===== src/design/lsch_pkg.sv =====
package lsch_pkg;

    localparam int MAX_SLOTS_DEF   = 64;
    localparam int TICKET_BITS_DEF = 16;
    localparam int ID_W            = 16;
    localparam int TK_IN_W         = 16;
    localparam int QUANTUM_W       = 16;
    localparam int RNG_W           = 32;
    localparam int SLOT_OUT_W      = 6;

    localparam logic [QUANTUM_W-1:0] QUANTUM_RESET = 16'd10;
    localparam logic [RNG_W-1:0]     SEED_RESET    = 32'd2463534242;

    typedef enum logic [2:0] {
        OP_ADD,
        OP_REMOVE,
        OP_SET_TICKETS,
        OP_SET_FLAGS,
        OP_PICK_RUN,
        OP_PICK_ALIVE,
        OP_TICK
    } t_op;

    typedef enum logic [1:0] {
        ST_OK,
        ST_FULL,
        ST_NOT_FOUND,
        ST_NONE
    } t_status;

    typedef enum logic {
        CFG_QUANTUM,
        CFG_SEED
    } t_cfg_reg;

    typedef enum logic [3:0] {
        S_IDLE,
        S_RDCUR,
        S_PREV,
        S_DISP,
        S_FREE,
        S_ADD,
        S_FIND,
        S_REM,
        S_UPD,
        S_SUM,
        S_DIV,
        S_WALK,
        S_DONE
    } t_state;

    typedef enum logic [4:0] {
        C_NONE,
        C_LATCH,
        C_RDCUR,
        C_PREV,
        C_FAIL_FULL,
        C_FAIL_NF,
        C_FAIL_NONE,
        C_FREE,
        C_ADD,
        C_FIND,
        C_REMOVE,
        C_UPDATE,
        C_TICK,
        C_SUM,
        C_DIV_INIT,
        C_DIV,
        C_WALK,
        C_PICK,
        C_OUT
    } t_cmd;

    typedef struct packed {
        t_op  op;
        logic in_valid;
        logic full;
        logic total_zero;
        logic total_one;
        logic hit;
        logic scan_end;
        logic sum_zero;
        logic div_done;
        logic tick_pick;
        logic cur_match;
        logic out_free;
    } t_dp_status;

    function automatic logic [RNG_W-1:0] rng_next(input logic [RNG_W-1:0] s);
        logic [RNG_W-1:0] x;
        x = s;
        x = x ^ (x << 13);
        x = x ^ (x >> 17);
        x = x ^ (x << 5);
        return x;
    endfunction

endpackage


===== src/design/lsch_ifs.sv =====
interface lsch_task_if;
    logic        valid;
    logic        ready;
    logic [2:0]  operation;
    logic [15:0] task_id;
    logic [15:0] ticket_count;
    logic        alive_flag;
    logic        waiting_flag;

    modport source (output valid, operation, task_id, ticket_count, alive_flag, waiting_flag,
                    input ready);
    modport sink   (input valid, operation, task_id, ticket_count, alive_flag, waiting_flag,
                    output ready);
endinterface

interface lsch_result_if;
    logic        valid;
    logic        ready;
    logic [1:0]  status;
    logic [5:0]  slot_index;
    logic [15:0] chosen_id;
    logic        picked;
    logic        switch_needed;
    logic [5:0]  current_slot;
    logic        current_valid;

    modport source (output valid, status, slot_index, chosen_id, picked, switch_needed,
                    current_slot, current_valid, input ready);
    modport sink   (input valid, status, slot_index, chosen_id, picked, switch_needed,
                    current_slot, current_valid, output ready);
endinterface

interface lsch_cfg_if;
    logic        valid;
    logic        ready;
    logic        index;
    logic [31:0] data;

    modport source (output valid, index, data, input ready);
    modport sink   (input valid, index, data, output ready);
endinterface


===== src/design/lsch_ram.sv =====
module lsch_ram #(
    parameter int WIDTH = 8,
    parameter int DEPTH = 64
) (
    input  logic                     i_clk,
    input  logic                     i_we,
    input  logic [$clog2(DEPTH)-1:0] i_waddr,
    input  logic [WIDTH-1:0]         i_wdata,
    input  logic [$clog2(DEPTH)-1:0] i_raddr,
    output logic [WIDTH-1:0]         o_rdata
);
    logic [WIDTH-1:0] r_mem [DEPTH];

    always_ff @(posedge i_clk) begin
        if (i_we) begin
            r_mem[i_waddr] <= i_wdata;
        end
        o_rdata <= r_mem[i_raddr];
    end
endmodule


===== src/design/lsch_ctrl.sv =====
module lsch_ctrl import lsch_pkg::*; (
    input  logic       i_clk,
    input  logic       i_rst_n,
    input  t_dp_status i_st,
    output t_cmd       o_cmd,
    output logic       o_in_ready
);
    t_state r_state, n_state;

    always_ff @(posedge i_clk) begin
        if (!i_rst_n) begin
            r_state <= S_IDLE;
        end else begin
            r_state <= n_state;
        end
    end

    always_comb begin
        n_state = r_state;
        case (r_state)
            S_IDLE:  if (i_st.in_valid) n_state = S_RDCUR;
            S_RDCUR: n_state = S_PREV;
            S_PREV:  n_state = S_DISP;
            S_DISP: begin
                case (i_st.op)
                    OP_ADD:         n_state = i_st.full ? S_DONE : S_FREE;
                    OP_REMOVE,
                    OP_SET_TICKETS,
                    OP_SET_FLAGS:   n_state = S_FIND;
                    OP_PICK_RUN:    n_state = i_st.total_zero ? S_DONE : S_SUM;
                    OP_PICK_ALIVE:  n_state = S_SUM;
                    OP_TICK:        n_state = i_st.tick_pick ? S_SUM : S_DONE;
                    default:        n_state = S_DONE;
                endcase
            end
            S_FREE:  if (i_st.hit) n_state = S_ADD;
            S_ADD:   n_state = S_DONE;
            S_FIND: begin
                if (i_st.scan_end) begin
                    if (!i_st.hit) n_state = S_DONE;
                    else if (i_st.op == OP_REMOVE) n_state = S_REM;
                    else n_state = S_UPD;
                end
            end
            S_REM:   n_state = (i_st.cur_match && !i_st.total_one) ? S_SUM : S_DONE;
            S_UPD:   n_state = S_DONE;
            S_SUM:   if (i_st.scan_end) n_state = i_st.sum_zero ? S_DONE : S_DIV;
            S_DIV:   if (i_st.div_done) n_state = S_WALK;
            S_WALK:  if (i_st.scan_end) n_state = S_DONE;
            S_DONE:  if (i_st.out_free) n_state = S_IDLE;
            default: n_state = S_IDLE;
        endcase
    end

    always_comb begin
        o_cmd      = C_NONE;
        o_in_ready = 1'b0;
        case (r_state)
            S_IDLE: begin
                o_in_ready = 1'b1;
                if (i_st.in_valid) o_cmd = C_LATCH;
            end
            S_RDCUR: o_cmd = C_RDCUR;
            S_PREV:  o_cmd = C_PREV;
            S_DISP: begin
                case (i_st.op)
                    OP_ADD:      if (i_st.full) o_cmd = C_FAIL_FULL;
                    OP_PICK_RUN: if (i_st.total_zero) o_cmd = C_FAIL_NONE;
                    OP_TICK:     o_cmd = C_TICK;
                    default:     o_cmd = C_NONE;
                endcase
            end
            S_FREE:  o_cmd = C_FREE;
            S_ADD:   o_cmd = C_ADD;
            S_FIND:  o_cmd = (i_st.scan_end && !i_st.hit) ? C_FAIL_NF : C_FIND;
            S_REM:   o_cmd = C_REMOVE;
            S_UPD:   o_cmd = C_UPDATE;
            S_SUM: begin
                if (!i_st.scan_end) o_cmd = C_SUM;
                else o_cmd = i_st.sum_zero ? C_FAIL_NONE : C_DIV_INIT;
            end
            S_DIV:   o_cmd = C_DIV;
            S_WALK:  o_cmd = i_st.scan_end ? C_PICK : C_WALK;
            S_DONE:  if (i_st.out_free) o_cmd = C_OUT;
            default: o_cmd = C_NONE;
        endcase
    end
endmodule


===== src/design/lsch_dp.sv =====
module lsch_dp import lsch_pkg::*; #(
    parameter int MAX_SLOTS   = MAX_SLOTS_DEF,
    parameter int TICKET_BITS = TICKET_BITS_DEF
) (
    input  logic                  i_clk,
    input  logic                  i_rst_n,
    input  t_cmd                  i_cmd,
    output t_dp_status            o_st,
    input  logic                  i_in_valid,
    input  logic [2:0]            i_operation,
    input  logic [ID_W-1:0]       i_task_id,
    input  logic [TK_IN_W-1:0]    i_ticket_count,
    input  logic                  i_alive_flag,
    input  logic                  i_waiting_flag,
    input  logic                  i_cfg_valid,
    input  logic                  i_cfg_index,
    input  logic [RNG_W-1:0]      i_cfg_data,
    input  logic                  i_out_ready,
    output logic                  o_out_valid,
    output logic [1:0]            o_status,
    output logic [SLOT_OUT_W-1:0] o_slot_index,
    output logic [ID_W-1:0]       o_chosen_id,
    output logic                  o_picked,
    output logic                  o_switch_needed,
    output logic [SLOT_OUT_W-1:0] o_current_slot,
    output logic                  o_current_valid
);
    localparam int IDX_W  = $clog2(MAX_SLOTS);
    localparam int CNT_W  = $clog2(MAX_SLOTS + 1);
    localparam int SUM_W  = TICKET_BITS + IDX_W;
    localparam int D_W    = ID_W + TICKET_BITS + 2;
    localparam int DCNT_W = $clog2(RNG_W + 1);
    localparam logic [IDX_W-1:0]  LAST     = IDX_W'(MAX_SLOTS - 1);
    localparam logic [CNT_W-1:0]  FULL_CNT = CNT_W'(MAX_SLOTS);
    localparam logic [DCNT_W-1:0] DIV_END  = DCNT_W'(RNG_W);

    logic                   r_used [MAX_SLOTS];
    logic [CNT_W-1:0]       r_total;
    logic [IDX_W-1:0]       r_cur_idx;
    logic                   r_cur_set;
    logic [QUANTUM_W-1:0]   r_qcount;
    logic [QUANTUM_W-1:0]   r_quantum;
    logic [RNG_W-1:0]       r_rng;

    t_op                    r_op;
    logic [ID_W-1:0]        r_id;
    logic [TICKET_BITS-1:0] r_tk;
    logic                   r_alive;
    logic                   r_wait;

    logic                   r_prev_ok;
    logic [IDX_W-1:0]       r_prev_idx;
    logic                   r_soft;

    logic [IDX_W-1:0]       r_idx;
    logic                   r_issued_all;
    logic                   r_chk_v;
    logic [IDX_W-1:0]       r_chk_idx;
    logic                   r_end;
    logic                   r_hit;
    logic [IDX_W-1:0]       r_hit_idx;
    logic [D_W-1:0]         r_hit_data;

    logic [SUM_W-1:0]       r_sum;
    logic [SUM_W-1:0]       r_run;
    logic [RNG_W-1:0]       r_div;
    logic [SUM_W-1:0]       r_rem;
    logic [DCNT_W-1:0]      r_dcnt;

    t_status                r_status;
    logic [IDX_W-1:0]       r_slot;
    logic [ID_W-1:0]        r_chosen;
    logic                   r_picked;
    logic                   r_sw;

    logic [D_W-1:0]         ram_q;
    logic [D_W-1:0]         ram_wdata;
    logic                   ram_we;
    logic [IDX_W-1:0]       ram_raddr;

    logic [ID_W-1:0]        q_id;
    logic [TICKET_BITS-1:0] q_tk;
    logic                   q_alive;
    logic                   q_wait;
    logic [ID_W-1:0]        h_id;
    logic [TICKET_BITS-1:0] h_tk;
    logic                   h_alive;
    logic                   h_wait;

    logic [TICKET_BITS-1:0] n_tk;
    logic [TICKET_BITS-1:0] tk_add;
    logic                   runnable;
    logic                   chk_act;
    logic                   elig;
    logic [SUM_W-1:0]       n_run;
    logic                   scan_cmd;
    logic                   step;
    logic [QUANTUM_W-1:0]   q_inc;
    logic                   cur_valid;
    logic [SUM_W:0]         rem_sh;
    logic [SUM_W:0]         rem_sub;
    logic [RNG_W-1:0]       n_rng;

    // fit the 16-bit ticket field to the internal ticket width
    always_comb begin
        for (int b = 0; b < TICKET_BITS; b++) begin
            n_tk[b] = (b < TK_IN_W) ? i_ticket_count[b] : 1'b0;
        end
    end

    assign q_id    = ram_q[D_W-1 -: ID_W];
    assign q_tk    = ram_q[TICKET_BITS+1:2];
    assign q_alive = ram_q[1];
    assign q_wait  = ram_q[0];
    assign h_id    = r_hit_data[D_W-1 -: ID_W];
    assign h_tk    = r_hit_data[TICKET_BITS+1:2];
    assign h_alive = r_hit_data[1];
    assign h_wait  = r_hit_data[0];

    assign tk_add    = (r_tk == '0) ? TICKET_BITS'(1) : r_tk;
    assign runnable  = (r_op != OP_PICK_ALIVE);
    assign chk_act   = r_chk_v && !r_end && !r_hit;
    assign elig      = r_used[r_chk_idx] && q_alive && (!runnable || !q_wait);
    assign n_run     = r_run + SUM_W'(q_tk);
    assign scan_cmd  = (i_cmd == C_FIND) || (i_cmd == C_SUM) || (i_cmd == C_WALK);
    assign step      = scan_cmd && !r_end && !r_hit;
    assign q_inc     = r_qcount + QUANTUM_W'(1);
    assign cur_valid = r_cur_set && r_used[r_cur_idx];
    assign rem_sh    = {r_rem, r_div[RNG_W-1]};
    assign rem_sub   = rem_sh - {1'b0, r_sum};
    assign n_rng     = rng_next(r_rng);
    assign ram_raddr = (i_cmd == C_RDCUR) ? r_cur_idx : r_idx;
    assign ram_we    = (i_cmd == C_ADD) || (i_cmd == C_UPDATE);

    always_comb begin
        if (i_cmd == C_ADD) begin
            ram_wdata = {r_id, tk_add, r_alive, r_wait};
        end else if (r_op == OP_SET_TICKETS) begin
            ram_wdata = {h_id, (r_tk != '0) ? r_tk : h_tk, h_alive, h_wait};
        end else begin
            ram_wdata = {h_id, h_tk, r_alive, r_wait};
        end
    end

    lsch_ram #(.WIDTH(D_W), .DEPTH(MAX_SLOTS)) u_slots (
        .i_clk   (i_clk),
        .i_we    (ram_we),
        .i_waddr (r_hit_idx),
        .i_wdata (ram_wdata),
        .i_raddr (ram_raddr),
        .o_rdata (ram_q)
    );

    always_comb begin
        o_st.op         = r_op;
        o_st.in_valid   = i_in_valid;
        o_st.full       = (r_total == FULL_CNT);
        o_st.total_zero = (r_total == '0);
        o_st.total_one  = (r_total == CNT_W'(1));
        o_st.hit        = r_hit;
        o_st.scan_end   = r_end || r_hit;
        o_st.sum_zero   = (r_sum == '0);
        o_st.div_done   = (r_dcnt == DIV_END);
        o_st.tick_pick  = (q_inc >= r_quantum) && cur_valid;
        o_st.cur_match  = r_cur_set && (r_cur_idx == r_hit_idx);
        o_st.out_free   = !o_out_valid || i_out_ready;
    end

    always_ff @(posedge i_clk) begin
        if (!i_rst_n) begin
            for (int i = 0; i < MAX_SLOTS; i++) begin
                r_used[i] <= 1'b0;
            end
            r_total      <= '0;
            r_cur_idx    <= '0;
            r_cur_set    <= 1'b0;
            r_qcount     <= '0;
            r_quantum    <= QUANTUM_RESET;
            r_rng        <= SEED_RESET;
            r_chk_v      <= 1'b0;
            r_end        <= 1'b0;
            r_hit        <= 1'b0;
            r_issued_all <= 1'b0;
            r_dcnt       <= '0;
            o_out_valid  <= 1'b0;
        end else begin
            // scan pipeline: address goes out, data is checked in the next cycle
            if (step) begin
                r_chk_v   <= !r_issued_all;
                r_chk_idx <= r_idx;
                r_idx     <= r_idx + IDX_W'(1);
                if (r_idx == LAST) r_issued_all <= 1'b1;
            end else begin
                r_chk_v <= 1'b0;
            end
            if (chk_act && scan_cmd) begin
                if (r_chk_idx == LAST) r_end <= 1'b1;
                case (i_cmd)
                    C_FIND: begin
                        if (r_used[r_chk_idx] && q_id == r_id) begin
                            r_hit      <= 1'b1;
                            r_hit_idx  <= r_chk_idx;
                            r_hit_data <= ram_q;
                        end
                    end
                    C_SUM: if (elig) r_sum <= r_sum + SUM_W'(q_tk);
                    C_WALK: begin
                        if (elig) begin
                            r_run <= n_run;
                            if (r_rem < n_run) begin
                                r_hit      <= 1'b1;
                                r_hit_idx  <= r_chk_idx;
                                r_hit_data <= ram_q;
                            end
                        end
                    end
                    default: r_end <= r_end;
                endcase
            end

            if (o_out_valid && i_out_ready && i_cmd != C_OUT) o_out_valid <= 1'b0;

            case (i_cmd)
                C_LATCH: begin
                    r_op     <= t_op'(i_operation);
                    r_id     <= i_task_id;
                    r_tk     <= n_tk;
                    r_alive  <= i_alive_flag;
                    r_wait   <= i_waiting_flag;
                    r_status <= ST_OK;
                    r_slot   <= '0;
                    r_chosen <= '0;
                    r_picked <= 1'b0;
                    r_sw     <= 1'b0;
                    r_soft   <= 1'b0;
                end
                C_PREV: begin
                    r_prev_ok    <= cur_valid && q_alive;
                    r_prev_idx   <= r_cur_idx;
                    r_idx        <= '0;
                    r_issued_all <= 1'b0;
                    r_end        <= 1'b0;
                    r_hit        <= 1'b0;
                    r_sum        <= '0;
                end
                C_FAIL_FULL: r_status <= ST_FULL;
                C_FAIL_NF:   r_status <= ST_NOT_FOUND;
                C_FAIL_NONE: if (!r_soft) r_status <= ST_NONE;
                C_FREE: begin
                    if (!r_hit) begin
                        if (!r_used[r_idx]) begin
                            r_hit     <= 1'b1;
                            r_hit_idx <= r_idx;
                        end else begin
                            r_idx <= r_idx + IDX_W'(1);
                        end
                    end
                end
                C_ADD: begin
                    r_used[r_hit_idx] <= 1'b1;
                    r_total           <= r_total + CNT_W'(1);
                    r_slot            <= r_hit_idx;
                    if (!r_cur_set) begin
                        r_cur_idx <= r_hit_idx;
                        r_cur_set <= 1'b1;
                    end
                end
                C_REMOVE: begin
                    r_used[r_hit_idx] <= 1'b0;
                    r_total           <= r_total - CNT_W'(1);
                    r_slot            <= r_hit_idx;
                    r_soft            <= 1'b1;
                    if (r_cur_set && r_cur_idx == r_hit_idx) r_prev_ok <= 1'b0;
                    r_idx        <= '0;
                    r_issued_all <= 1'b0;
                    r_end        <= 1'b0;
                    r_hit        <= 1'b0;
                    r_sum        <= '0;
                end
                C_UPDATE: r_slot <= r_hit_idx;
                C_TICK: r_qcount <= (q_inc >= r_quantum) ? '0 : q_inc;
                C_DIV_INIT: begin
                    r_rng        <= n_rng;
                    r_div        <= n_rng;
                    r_rem        <= '0;
                    r_dcnt       <= '0;
                    r_run        <= '0;
                    r_idx        <= '0;
                    r_issued_all <= 1'b0;
                    r_end        <= 1'b0;
                    r_hit        <= 1'b0;
                end
                C_DIV: begin
                    // one remainder bit per cycle
                    if (r_dcnt != DIV_END) begin
                        r_rem  <= rem_sub[SUM_W] ? rem_sh[SUM_W-1:0] : rem_sub[SUM_W-1:0];
                        r_div  <= {r_div[RNG_W-2:0], 1'b0};
                        r_dcnt <= r_dcnt + DCNT_W'(1);
                    end
                end
                C_PICK: begin
                    r_cur_idx <= r_hit_idx;
                    r_cur_set <= 1'b1;
                    r_picked  <= 1'b1;
                    r_slot    <= r_hit_idx;
                    r_chosen  <= h_id;
                    r_sw      <= !r_prev_ok || (r_prev_idx != r_hit_idx);
                end
                C_OUT: begin
                    o_out_valid     <= 1'b1;
                    o_status        <= r_status;
                    o_slot_index    <= SLOT_OUT_W'(r_slot);
                    o_chosen_id     <= r_chosen;
                    o_picked        <= r_picked;
                    o_switch_needed <= r_sw;
                    o_current_slot  <= SLOT_OUT_W'(r_cur_idx);
                    o_current_valid <= cur_valid;
                end
                default: r_op <= r_op;
            endcase

            if (i_cfg_valid) begin
                case (t_cfg_reg'(i_cfg_index))
                    CFG_QUANTUM: r_quantum <= i_cfg_data[QUANTUM_W-1:0];
                    CFG_SEED:    r_rng     <= i_cfg_data;
                    default:     r_quantum <= r_quantum;
                endcase
            end
        end
    end
endmodule


===== src/design/lottery_process_scheduler.sv =====
// Lottery scheduler over a table of task slots.
// i_task carries one command transaction (add, remove, set tickets, set flags,
// pick runnable, pick alive, tick); o_result returns exactly one result per
// command. i_cfg writes quantum_ticks (index 0) or rng_seed (index 1); writing
// the seed also reloads the generator. Write configuration only while idle.
// Commands are handled one at a time: i_task.ready is high only in the idle
// state. A plain command passes through the read-current, previous and dispatch
// states; an add or id search then scans the table, and a lottery pick sums the
// tickets, runs a bit-serial modulo and walks the table for the winner.
// The slot table is read through one RAM port, one slot per cycle.
// The result sits in an output register; if the receiver stalls, the block
// holds it and can take the next command, but waits before giving its result.
// Reset (synchronous, active low) empties the table, clears the current task
// and quantum count, and restores quantum 10 and the default seed.
module lottery_process_scheduler import lsch_pkg::*; #(
    parameter int MAX_SLOTS   = MAX_SLOTS_DEF,
    parameter int TICKET_BITS = TICKET_BITS_DEF
) (
    input logic           i_clk,
    input logic           i_rst_n,
    lsch_task_if.sink     i_task,
    lsch_result_if.source o_result,
    lsch_cfg_if.sink      i_cfg
);
    t_dp_status st;
    t_cmd       cmd;
    logic       in_ready;

    assign i_task.ready = in_ready;
    assign i_cfg.ready  = 1'b1;

    lsch_ctrl u_ctrl (
        .i_clk      (i_clk),
        .i_rst_n    (i_rst_n),
        .i_st       (st),
        .o_cmd      (cmd),
        .o_in_ready (in_ready)
    );

    lsch_dp #(.MAX_SLOTS(MAX_SLOTS), .TICKET_BITS(TICKET_BITS)) u_dp (
        .i_clk           (i_clk),
        .i_rst_n         (i_rst_n),
        .i_cmd           (cmd),
        .o_st            (st),
        .i_in_valid      (i_task.valid),
        .i_operation     (i_task.operation),
        .i_task_id       (i_task.task_id),
        .i_ticket_count  (i_task.ticket_count),
        .i_alive_flag    (i_task.alive_flag),
        .i_waiting_flag  (i_task.waiting_flag),
        .i_cfg_valid     (i_cfg.valid),
        .i_cfg_index     (i_cfg.index),
        .i_cfg_data      (i_cfg.data),
        .i_out_ready     (o_result.ready),
        .o_out_valid     (o_result.valid),
        .o_status        (o_result.status),
        .o_slot_index    (o_result.slot_index),
        .o_chosen_id     (o_result.chosen_id),
        .o_picked        (o_result.picked),
        .o_switch_needed (o_result.switch_needed),
        .o_current_slot  (o_result.current_slot),
        .o_current_valid (o_result.current_valid)
    );

    a_one_at_a_time: assert property (@(posedge i_clk) disable iff (!i_rst_n)
        i_task.valid && i_task.ready |=> !i_task.ready)
        else $error("command accepted while another is in progress");

    a_pick_ok: assert property (@(posedge i_clk) disable iff (!i_rst_n)
        o_result.valid && o_result.picked |-> o_result.status == ST_OK)
        else $error("pick reported with failing status");

    a_pick_current: assert property (@(posedge i_clk) disable iff (!i_rst_n)
        o_result.valid && o_result.picked |->
            o_result.current_valid && o_result.current_slot == o_result.slot_index)
        else $error("winner is not the current task");

    a_switch_needs_pick: assert property (@(posedge i_clk) disable iff (!i_rst_n)
        o_result.valid && o_result.switch_needed |-> o_result.picked)
        else $error("switch flagged without a pick");
endmodule

===== src/flat_wrapper.sv =====
// flat-port wrapper written by rule: the top's interface ports become plain ports
module lottery_process_scheduler_flat import lsch_pkg::*;
#(
    parameter int MAX_SLOTS   = MAX_SLOTS_DEF,
    parameter int TICKET_BITS = TICKET_BITS_DEF
)
  (i_clk, i_rst_n, i_task_valid, i_task_operation, i_task_task_id, i_task_ticket_count, i_task_alive_flag, i_task_waiting_flag, i_task_ready, o_result_valid, o_result_status, o_result_slot_index, o_result_chosen_id, o_result_picked, o_result_switch_needed, o_result_current_slot, o_result_current_valid, o_result_ready, i_cfg_valid, i_cfg_index, i_cfg_data, i_cfg_ready);
  lsch_task_if i_task_i ();
  lsch_result_if o_result_i ();
  lsch_cfg_if i_cfg_i ();
  input logic i_clk;
  input logic i_rst_n;
  input wire logic [$bits(i_task_i.valid)-1:0] i_task_valid;
  input wire logic [$bits(i_task_i.operation)-1:0] i_task_operation;
  input wire logic [$bits(i_task_i.task_id)-1:0] i_task_task_id;
  input wire logic [$bits(i_task_i.ticket_count)-1:0] i_task_ticket_count;
  input wire logic [$bits(i_task_i.alive_flag)-1:0] i_task_alive_flag;
  input wire logic [$bits(i_task_i.waiting_flag)-1:0] i_task_waiting_flag;
  output wire logic [$bits(i_task_i.ready)-1:0] i_task_ready;
  output wire logic [$bits(o_result_i.valid)-1:0] o_result_valid;
  output wire logic [$bits(o_result_i.status)-1:0] o_result_status;
  output wire logic [$bits(o_result_i.slot_index)-1:0] o_result_slot_index;
  output wire logic [$bits(o_result_i.chosen_id)-1:0] o_result_chosen_id;
  output wire logic [$bits(o_result_i.picked)-1:0] o_result_picked;
  output wire logic [$bits(o_result_i.switch_needed)-1:0] o_result_switch_needed;
  output wire logic [$bits(o_result_i.current_slot)-1:0] o_result_current_slot;
  output wire logic [$bits(o_result_i.current_valid)-1:0] o_result_current_valid;
  input wire logic [$bits(o_result_i.ready)-1:0] o_result_ready;
  input wire logic [$bits(i_cfg_i.valid)-1:0] i_cfg_valid;
  input wire logic [$bits(i_cfg_i.index)-1:0] i_cfg_index;
  input wire logic [$bits(i_cfg_i.data)-1:0] i_cfg_data;
  output wire logic [$bits(i_cfg_i.ready)-1:0] i_cfg_ready;
  assign i_task_i.valid = i_task_valid;
  assign i_task_i.operation = i_task_operation;
  assign i_task_i.task_id = i_task_task_id;
  assign i_task_i.ticket_count = i_task_ticket_count;
  assign i_task_i.alive_flag = i_task_alive_flag;
  assign i_task_i.waiting_flag = i_task_waiting_flag;
  assign i_task_ready = i_task_i.ready;
  assign o_result_valid = o_result_i.valid;
  assign o_result_status = o_result_i.status;
  assign o_result_slot_index = o_result_i.slot_index;
  assign o_result_chosen_id = o_result_i.chosen_id;
  assign o_result_picked = o_result_i.picked;
  assign o_result_switch_needed = o_result_i.switch_needed;
  assign o_result_current_slot = o_result_i.current_slot;
  assign o_result_current_valid = o_result_i.current_valid;
  assign o_result_i.ready = o_result_ready;
  assign i_cfg_i.valid = i_cfg_valid;
  assign i_cfg_i.index = i_cfg_index;
  assign i_cfg_i.data = i_cfg_data;
  assign i_cfg_ready = i_cfg_i.ready;
  lottery_process_scheduler #(.MAX_SLOTS(MAX_SLOTS), .TICKET_BITS(TICKET_BITS)) u_core (.i_clk(i_clk), .i_rst_n(i_rst_n), .i_task(i_task_i), .o_result(o_result_i), .i_cfg(i_cfg_i));
endmodule

===== config.mk =====
export PLATFORM = sky130hd
export DESIGN_NAME = lottery_process_scheduler_flat
export DESIGN_NICKNAME = d
export VERILOG_FILES = /design/src/design/lsch_pkg.sv /design/src/design/lsch_ifs.sv /design/src/design/lsch_ram.sv /design/src/design/lsch_ctrl.sv /design/src/design/lsch_dp.sv /design/src/design/lottery_process_scheduler.sv /design/src/flat_wrapper.sv
export SDC_FILE = /design/constraint.sdc
export NUM_CORES = 2
export LEC_CHECK = 0
export BUFFER_PORTS_ARGS = -buffer_cell sky130_fd_sc_hd__buf_2
export CAP_MARGIN = 20
export CORE_ASPECT_RATIO = 2
export CORE_UTILIZATION = 40
export CTS_CLUSTER_DIAMETER = 150
export DETAILED_ROUTE_END_ITERATION = 8
export PLACE_DENSITY_LB_ADDON = 0.12
export SETUP_SLACK_MARGIN = 0.2
export SYNTH_ARGS = -nofsm -noshare
export SYNTH_HDL_FRONTEND = slang
export SYNTH_SLANG_ARGS = --single-unit

===== constraint.sdc =====
create_clock -name i_clk -period 5.4 [get_ports i_clk]
set_input_delay 0.54 -clock i_clk [delete_from_list [all_inputs] [get_ports i_clk]]
set_output_delay 0.54 -clock i_clk [all_outputs]
set_load 0.05 [all_outputs]

Word level (Yosys, flattened, before mapping)
Memories as Yosys holds them, arrays and structs flattened. A register that Yosys moved wholly into a read port is not among the register bits. Index checks and enable logic that the tools add are counted.

Logic and storage cells: 305. Bits of input ports: 75. Bits in writable memories: 2240. ROM bits: 0. Memories: 2. Output and inout port bits: 36. Latch bits: 0. Bits in registers: 347.

Memory list: u_core.u_dp.u_slots.r_mem (words 64, bits a word 34, read ports 1, clocked after memory_dff 1, wr ports 1, line lsch_ram.sv:12) `logic [WIDTH-1:0] r_mem [DEPTH];`; u_core.u_dp.r_used (words 64, bits a word 1, read ports 3, clocked after memory_dff 3, wr ports 64, line lsch_dp.sv:37) `logic r_used [MAX_SLOTS];`.

Eq/ne operators: 61. Multipliers: 0. Divide/modulo/power cells: 0. Bitwise logic cells: 6. $lt $le $gt $ge: 2. Add/subtract/negate cells: 8. Reductions and logical operators: 81. Mux-type cells: 104. Shift-type cells: 0.

Operators with widths (number): $mux 22 (8); $mux 34 (4); $mux 32 (4); $mux 6 (18); $pmux 34 s2 (1); $pmux 5 s13 (1); $pmux 32 s2 (1); $xor 32x32->32 (2); $pmux 6 s2 (5); $mux 4 (13); $mux 16 (3); $pmux 4 s12 (1); $add 22x16->22 (2); $pmux 22 s2 (1); $eq 5x4->1 const B (8); $pmux 16 s2 (1); $xor 32x15->32 (1); $reduce_bool 2->1 (15); $mux 1 (24); $sub 23x22->23 (1); $logic_not 22->1 (1); $lt 22x22->1 (1); $reduce_and 2->1 (11); $eq 4x4->1 const B (5); 54 further kinds (130).

Depth between registers and ports, before layout
Word-level depth: 14. Mapped depth: 20. Mapped depth without buffers: 19.

By module
Synthesis repeated with hierarchy kept, for this count alone.

Cells, all modules: 6000. Area, all modules: 107515.6 um^2.

By module, submodules not included: lsch_ram (sequential area each 66023.3 um^2, instances 1, cells an instance 3744, area each 83774.1 um^2); lsch_dp (sequential area each 11050.6 um^2, instances 1, cells an instance 2144, area each 22964.5 um^2); lsch_ctrl (sequential area each 80.1 um^2, instances 1, cells an instance 110, area each 765.7 um^2); lottery_process_scheduler (sequential area each 0.0 um^2, instances 1, cells an instance 2, area each 11.3 um^2).

Worst setup path before layout
No wires, ideal clock.

Path type: reg2reg. From: register u_core.u_dp.r_sum[17]. To: register u_core.u_dp.r_alive (enable). Period minus slack after synthesis: 5.850 ns. Library setup time: 0.527 ns. Path slack: -0.450 ns. Stages on the path, launching flop included: 7. Buffers on the path: 0. Data arrival time: 5.322 ns. Data required time: 4.873 ns. Cells stage by stage: edfxtp_1 > nor4_1 > nand4_1 > o31a_1 > nor4_1 > nand3_1 > nor4_1.

Cells in the longest elaborated chain, start to end: 6.

RTL lines: from (decl) (line lsch_dp.sv:64) `logic [SUM_W-1:0] r_sum;`; from (signal assigned) (line lsch_dp.sv:206) `C_SUM: if (elig) r_sum <= r_sum + SUM_W'(q_tk);`; $logic_not 22->1 (line lsch_dp.sv:162) `o_st.sum_zero = (r_sum == '0);`; $mux 4 (line lsch_ctrl.sv:80) `else o_cmd = i_st.sum_zero ? C_FAIL_NONE : C_DIV_INIT;`; $mux 4 (line lsch_ctrl.sv:79) `if (!i_st.scan_end) o_cmd = C_SUM;`; $pmux 5 s13 (line lsch_ctrl.sv:58) `case (r_state)`; $eq 5x1->1 (line lsch_dp.sv:223) `case (i_cmd)`; $reduce_and 2->1 (no line); to (signal assigned) (line lsch_dp.sv:228) `r_alive <= i_alive_flag;`; to (decl) (line lsch_dp.sv:48) `logic r_alive;`.

Every way passes these cells. A chain may end at the register's enable or synchronous reset.

Final worst setup path
From: register u_core.u_dp.r_run[1]. To: register u_core.u_dp.r_hit_idx[1] (data pin).

Cells in the longest elaborated chain, start to end: 9.

RTL lines: from (decl) (line lsch_dp.sv:65) `logic [SUM_W-1:0] r_run;`; from (signal assigned) (line lsch_dp.sv:209) `r_run <= n_run;`; $add 22x16->22 (*) (line lsch_dp.sv:124) `assign n_run = r_run + SUM_W'(q_tk);`; $lt 22x22->1 (*) (line lsch_dp.sv:210) `if (r_rem < n_run) begin`; $mux 6 (*) (line lsch_dp.sv:210); $mux 6 (*) (line lsch_dp.sv:208) `if (elig) begin`; $pmux 6 s2 (*) (line lsch_dp.sv:198) `case (i_cmd)`; $mux 6 (*) (line lsch_dp.sv:196) `if (chk_act && scan_cmd) begin`; $mux 6 (line lsch_dp.sv:251) `if (!r_used[r_idx]) begin`; $mux 6 (line lsch_dp.sv:250) `if (!r_hit) begin`; $mux 6 (*) (line lsch_dp.sv:223); to (signal assigned) (line lsch_dp.sv:202) `r_hit_idx <= r_chk_idx;`; to (signal assigned) (line lsch_dp.sv:212) `r_hit_idx <= r_chk_idx;`; to (signal assigned) (line lsch_dp.sv:253) `r_hit_idx <= r_idx;`; to (decl) (line lsch_dp.sv:61) `logic [IDX_W-1:0] r_hit_idx;`.

Every way passes the cells marked *; elsewhere a longest branch is shown, timed or not.

==> reports/qor.yml <==
overflow: 0
rows: 269
crit_path_start_kind: "register"
grt_pass1_vias: 62200
drv_cap: 0
syn_nets: 6307
pwr-share-comb_pct: 25.1
initial_core_util_pct: 40.26
fin_ws_ns: 0.4210
syn-cell-area_um2: 108000
areaGrowthSynthToFinish_pct: 15.88
seq_area_um2: 77150
cp_max_fo: 7
status: "finished with violations"
detail_route.iter0.violations: 3882
fin_util_pct: 46.66
drtPass1Iterations: 9
crit_type: "reg2reg"
fin_crit_ns: 4.979
synth_enable_flop_cells: 2430
clk_latency_ns: 0.91
ant_nets: 0
place_ws_ns: 0.06372
synth_ff_type: "edfxtp_1"
clock_path_buffers: 4
hold_path.class: "in2reg"
hold_viol_final: 0
cts_sinks: 2639
root_buffer: "clkbuf_16"
postSynthCellCount: 6131
timing.fmax_mhz: 200.8
track_usage_pct: 22.50
p_int_mw: 38.12
switching_power_mw: 15.92
synth_area_per_cell_um2: 17.62
htree_levels: 4
cts_tree: "built"
multiInputGateArea_um2: 29640
antenna_found_initial: 6
coreArea_um2: 268200
violations: "DRC"
tightestPinTransition_ns: 1.082
p_leak_nw: 40.62
io_pins: 111
clkPwrFrac_pct: 31.1
swShare_pct: 29.46
portBuffers: 109
remaining_drc_errors: 54
clk_pin_slew_ns: 0.07
routed_wirelength_um: 307600
grt_max_degree: 88
finalPower_mw: 54.04
ys_async_sr_fraction_pct: 0
grt_first_pass_wirelength_um: 443200
relSlewSlack_pct: 27.90
layout.nets: 6793
period_share_pct: 92.20
die_w_um: 369.4
seqPwrFrac_pct: 43.8
slew_viol_final: 0
critPathCaptureType: "register"
viasPerCell: 5.645
rsz0062_at_grt: "false"
ys_types: 81
wl_per_cell_um: 29.77
irDropWorstVdd_uv: 281.0
cts_made_buffers: 233
place.gp.congestion: 0.8420
die_area_um2: 272200
drive_above_1_share_pct: 24.17
dpl.hpwl_um: 204900
finalSetupViolCount: 0
ys_seq_area_share_pct: 71.43
vias: 58330
synth-seq-cells: 2639
ys_warn_count: 0
fillers: 22810
p_per_area_nw_per_um2: 431.8
worst_ep_required_time_ns: 6.02
crit_arrival_ns: 5.60
skew_ns: 0.05107
die_h_um: 736.9
flip-flops by register name (all words and copies together) (netlist names), 7 cells and up, named ones only:
| signal | flops |
|---|---|
| u_core.u_dp.o_chosen_id | 16 |
| u_core.u_dp.r_chosen | 16 |
| u_core.u_dp.r_div | 32 |
| u_core.u_dp.r_hit_data | 34 |
| u_core.u_dp.r_id | 16 |
| u_core.u_dp.r_qcount | 16 |
| u_core.u_dp.r_quantum | 16 |
| u_core.u_dp.r_rem | 22 |
| u_core.u_dp.r_rng | 32 |
| u_core.u_dp.r_run | 22 |
| u_core.u_dp.r_sum | 22 |
| u_core.u_dp.r_tk | 16 |
| u_core.u_dp.r_total | 7 |
| u_core.u_dp.r_used | 64 |
| u_core.u_dp.u_slots.o_rdata | 34 |
| u_core.u_dp.u_slots.r_mem | 2176 |
metal layers:
metal  GRT usage [%]  vias up  share of wire [%]
met2           44.43     1283                 57
met5               0        -                  0
met3           2.122      475                3.2
met1           24.67    31080                 36
li1                -    25490                  -
met4           7.477        0                3.4
critical path, stage by stage (launching register included):
cell and delay, ns:
edfxtp_1 0.39, ha_1 0.30, a21o_1 0.18, a21oi_2 0.16, buf_4 0.14, o211ai_1 0.07, and2_1 0.18, a31oi_1 0.17
buf_4 0.14, a21oi_1 0.10, a211oi_2 0.28, xor2_1 0.23, ha_1 0.28, a21o_1 0.16, a21oi_1 0.14, o211ai_1 0.13
a21o_1 0.21, a2111oi_2 0.30, buf_4 0.17, o41ai_2 0.09, buf_4 0.15, a31o_4 0.27, buf_6 0.17, mux2i_2 0.19
a21oi_1 0.08
stage by stage:
| step | hold slack [ns] | setup TNS (ns) | instances | instance area [um^2] |
|---|---|---|---|---|
| floorplan | 0.3926 | 0 | 6131 | 108000 |
| global placement | 0.4032 | -0.6401 | 9814 | 116500 |
| detailed placement | 0.4045 | 0 | 9815 | 116500 |
| CTS | 0.09597 | 0 | 10310 | 124700 |
| global route | 0.1502 | 0 | 10330 | 125200 |
| finish | 0.1645 | 0 | 10330 | 125200 |
logic make-up after synthesis:
family          after synthesis  share of synthesized area, %
flops                      2639                         71.43
simple gates               1275                         5.514
compound gates              791                         4.933
mux                         689                         13.45
buf+inv                     429                         1.807
xor+xnor                    206                         1.670
fa+ha+maj                   101                         1.191
other cells                   1                      0.003472
power by group through the flow:
stage	clock [mW]	combinational, mW	sequential (mW)
final	16.8	13.6	23.7
after global routing	17.8	14.6	23.7
after CTS	17.2	13.7	23.7
after detailed placement	0	13.6	24.1
after global placement	0	13.6	24.1
after floorplan	0	8.95	23.8
worst paths after layout:
check | startpoint | to | slack, ns | cells after the start
worst min register to register | u_core.u_dp.r_chosen[12]$_SDFFCE_PN0P_ | u_core.u_dp.o_chosen_id[12]$_DFFE_PP_ | 0.42 | 0
worst min-delay path | o_result_ready | u_core.u_dp.o_out_valid$_SDFFE_PN0P_ | 0.16 | 3
worst max-delay path | u_core.u_dp.r_run[1]$_SDFFCE_PP0P_ | u_core.u_dp.r_hit_idx[1]$_DFFE_PP_ | 0.42 | 24
worst max register to register | u_core.u_dp.r_run[1]$_SDFFCE_PP0P_ | u_core.u_dp.r_hit_idx[1]$_DFFE_PP_ | 0.42 | 24
synth_stat cells (6+ instances only):
| master | n | area (um^2) |
|---|---|---|
| edfxtp_1 | 2430 | 72970 |
| o21a_1 | 14 | 105.1 |
| nand3_1 | 87 | 435.4 |
| o211ai_1 | 51 | 382.9 |
| nand2b_1 | 20 | 125.1 |
| nand2_1 | 485 | 1821 |
| clkbuf_1 | 204 | 765.7 |
| xnor2_1 | 126 | 1104 |
| or2_2 | 7 | 43.79 |
| nor3b_1 | 7 | 52.55 |
| a31oi_1 | 47 | 294.0 |
| mux2_2 | 45 | 506.7 |
| and3_1 | 28 | 175.2 |
| nand3b_1 | 6 | 45.04 |
| dfxtp_1 | 209 | 4184 |
| a21oi_1 | 180 | 900.9 |
| buf_1 | 29 | 108.9 |
| a211oi_1 | 132 | 991.0 |
| inv_1 | 71 | 266.5 |
| o31ai_1 | 38 | 285.3 |
| ha_1 | 98 | 1226 |
| and4b_1 | 6 | 60.06 |
| mux2i_1 | 38 | 380.4 |
| and2_1 | 148 | 925.9 |
| nor3_1 | 66 | 330.3 |
| a311oi_1 | 119 | 1042 |
| xor2_1 | 80 | 700.7 |
| nand4_1 | 30 | 187.7 |
| nor4_1 | 23 | 143.9 |
| o21ai_0 | 125 | 625.6 |
| buf_6 | 13 | 146.4 |
| or3_1 | 24 | 150.1 |
| nor2b_1 | 30 | 187.7 |
| a21o_1 | 29 | 217.7 |
| nor2_1 | 289 | 1085 |
| buf_4 | 42 | 315.3 |
| buf_2 | 69 | 345.3 |
| mux4_2 | 605 | 13630 |
layout make-up:
class,count,share of cell area [%]
flip-flops and latches,2639,61.64
multi-input cells,3063,23.68
clock buffers,290,4.979
repair buffers,608,4.951
well taps,3523,3.522
clock inverters,135,0.9987
inverters,72,0.2159
diodes,3,0.005998
timing repair:
action                     4_1_cts  5_1_grt
setup buffers                    0        2
hold buffers                    69        0
pin swaps                        0        6
setup endpoints to repair       40       40
gates resized for setup          6       10
hold endpoints to repair        73        0
cell usage in the layout, fill, tap and decap left out, drive strengths merged, types with 20 or more instances in the layout:
cell         instances
a31oi               47
and2               148
nor3                66
dfxtp              209
edfxtp            2430
nor2b               30
inv                 73
nand4               30
and3                28
nor2               290
mux4               605
dlygate4sd3         69
a21o                29
nand3               88
ha                  98
mux2                45
bufinv              23
nand2              485
xnor2              126
clkinv             104
o211ai              51
xor2                80
a21oi              180
or3                 24
o21ai              128
o31ai               38
nor4                24
nand2b              20
a311oi             119
mux2i               39
buf                538
clkbuf             291
a211oi             132
(Power assumes the default switching activity.)
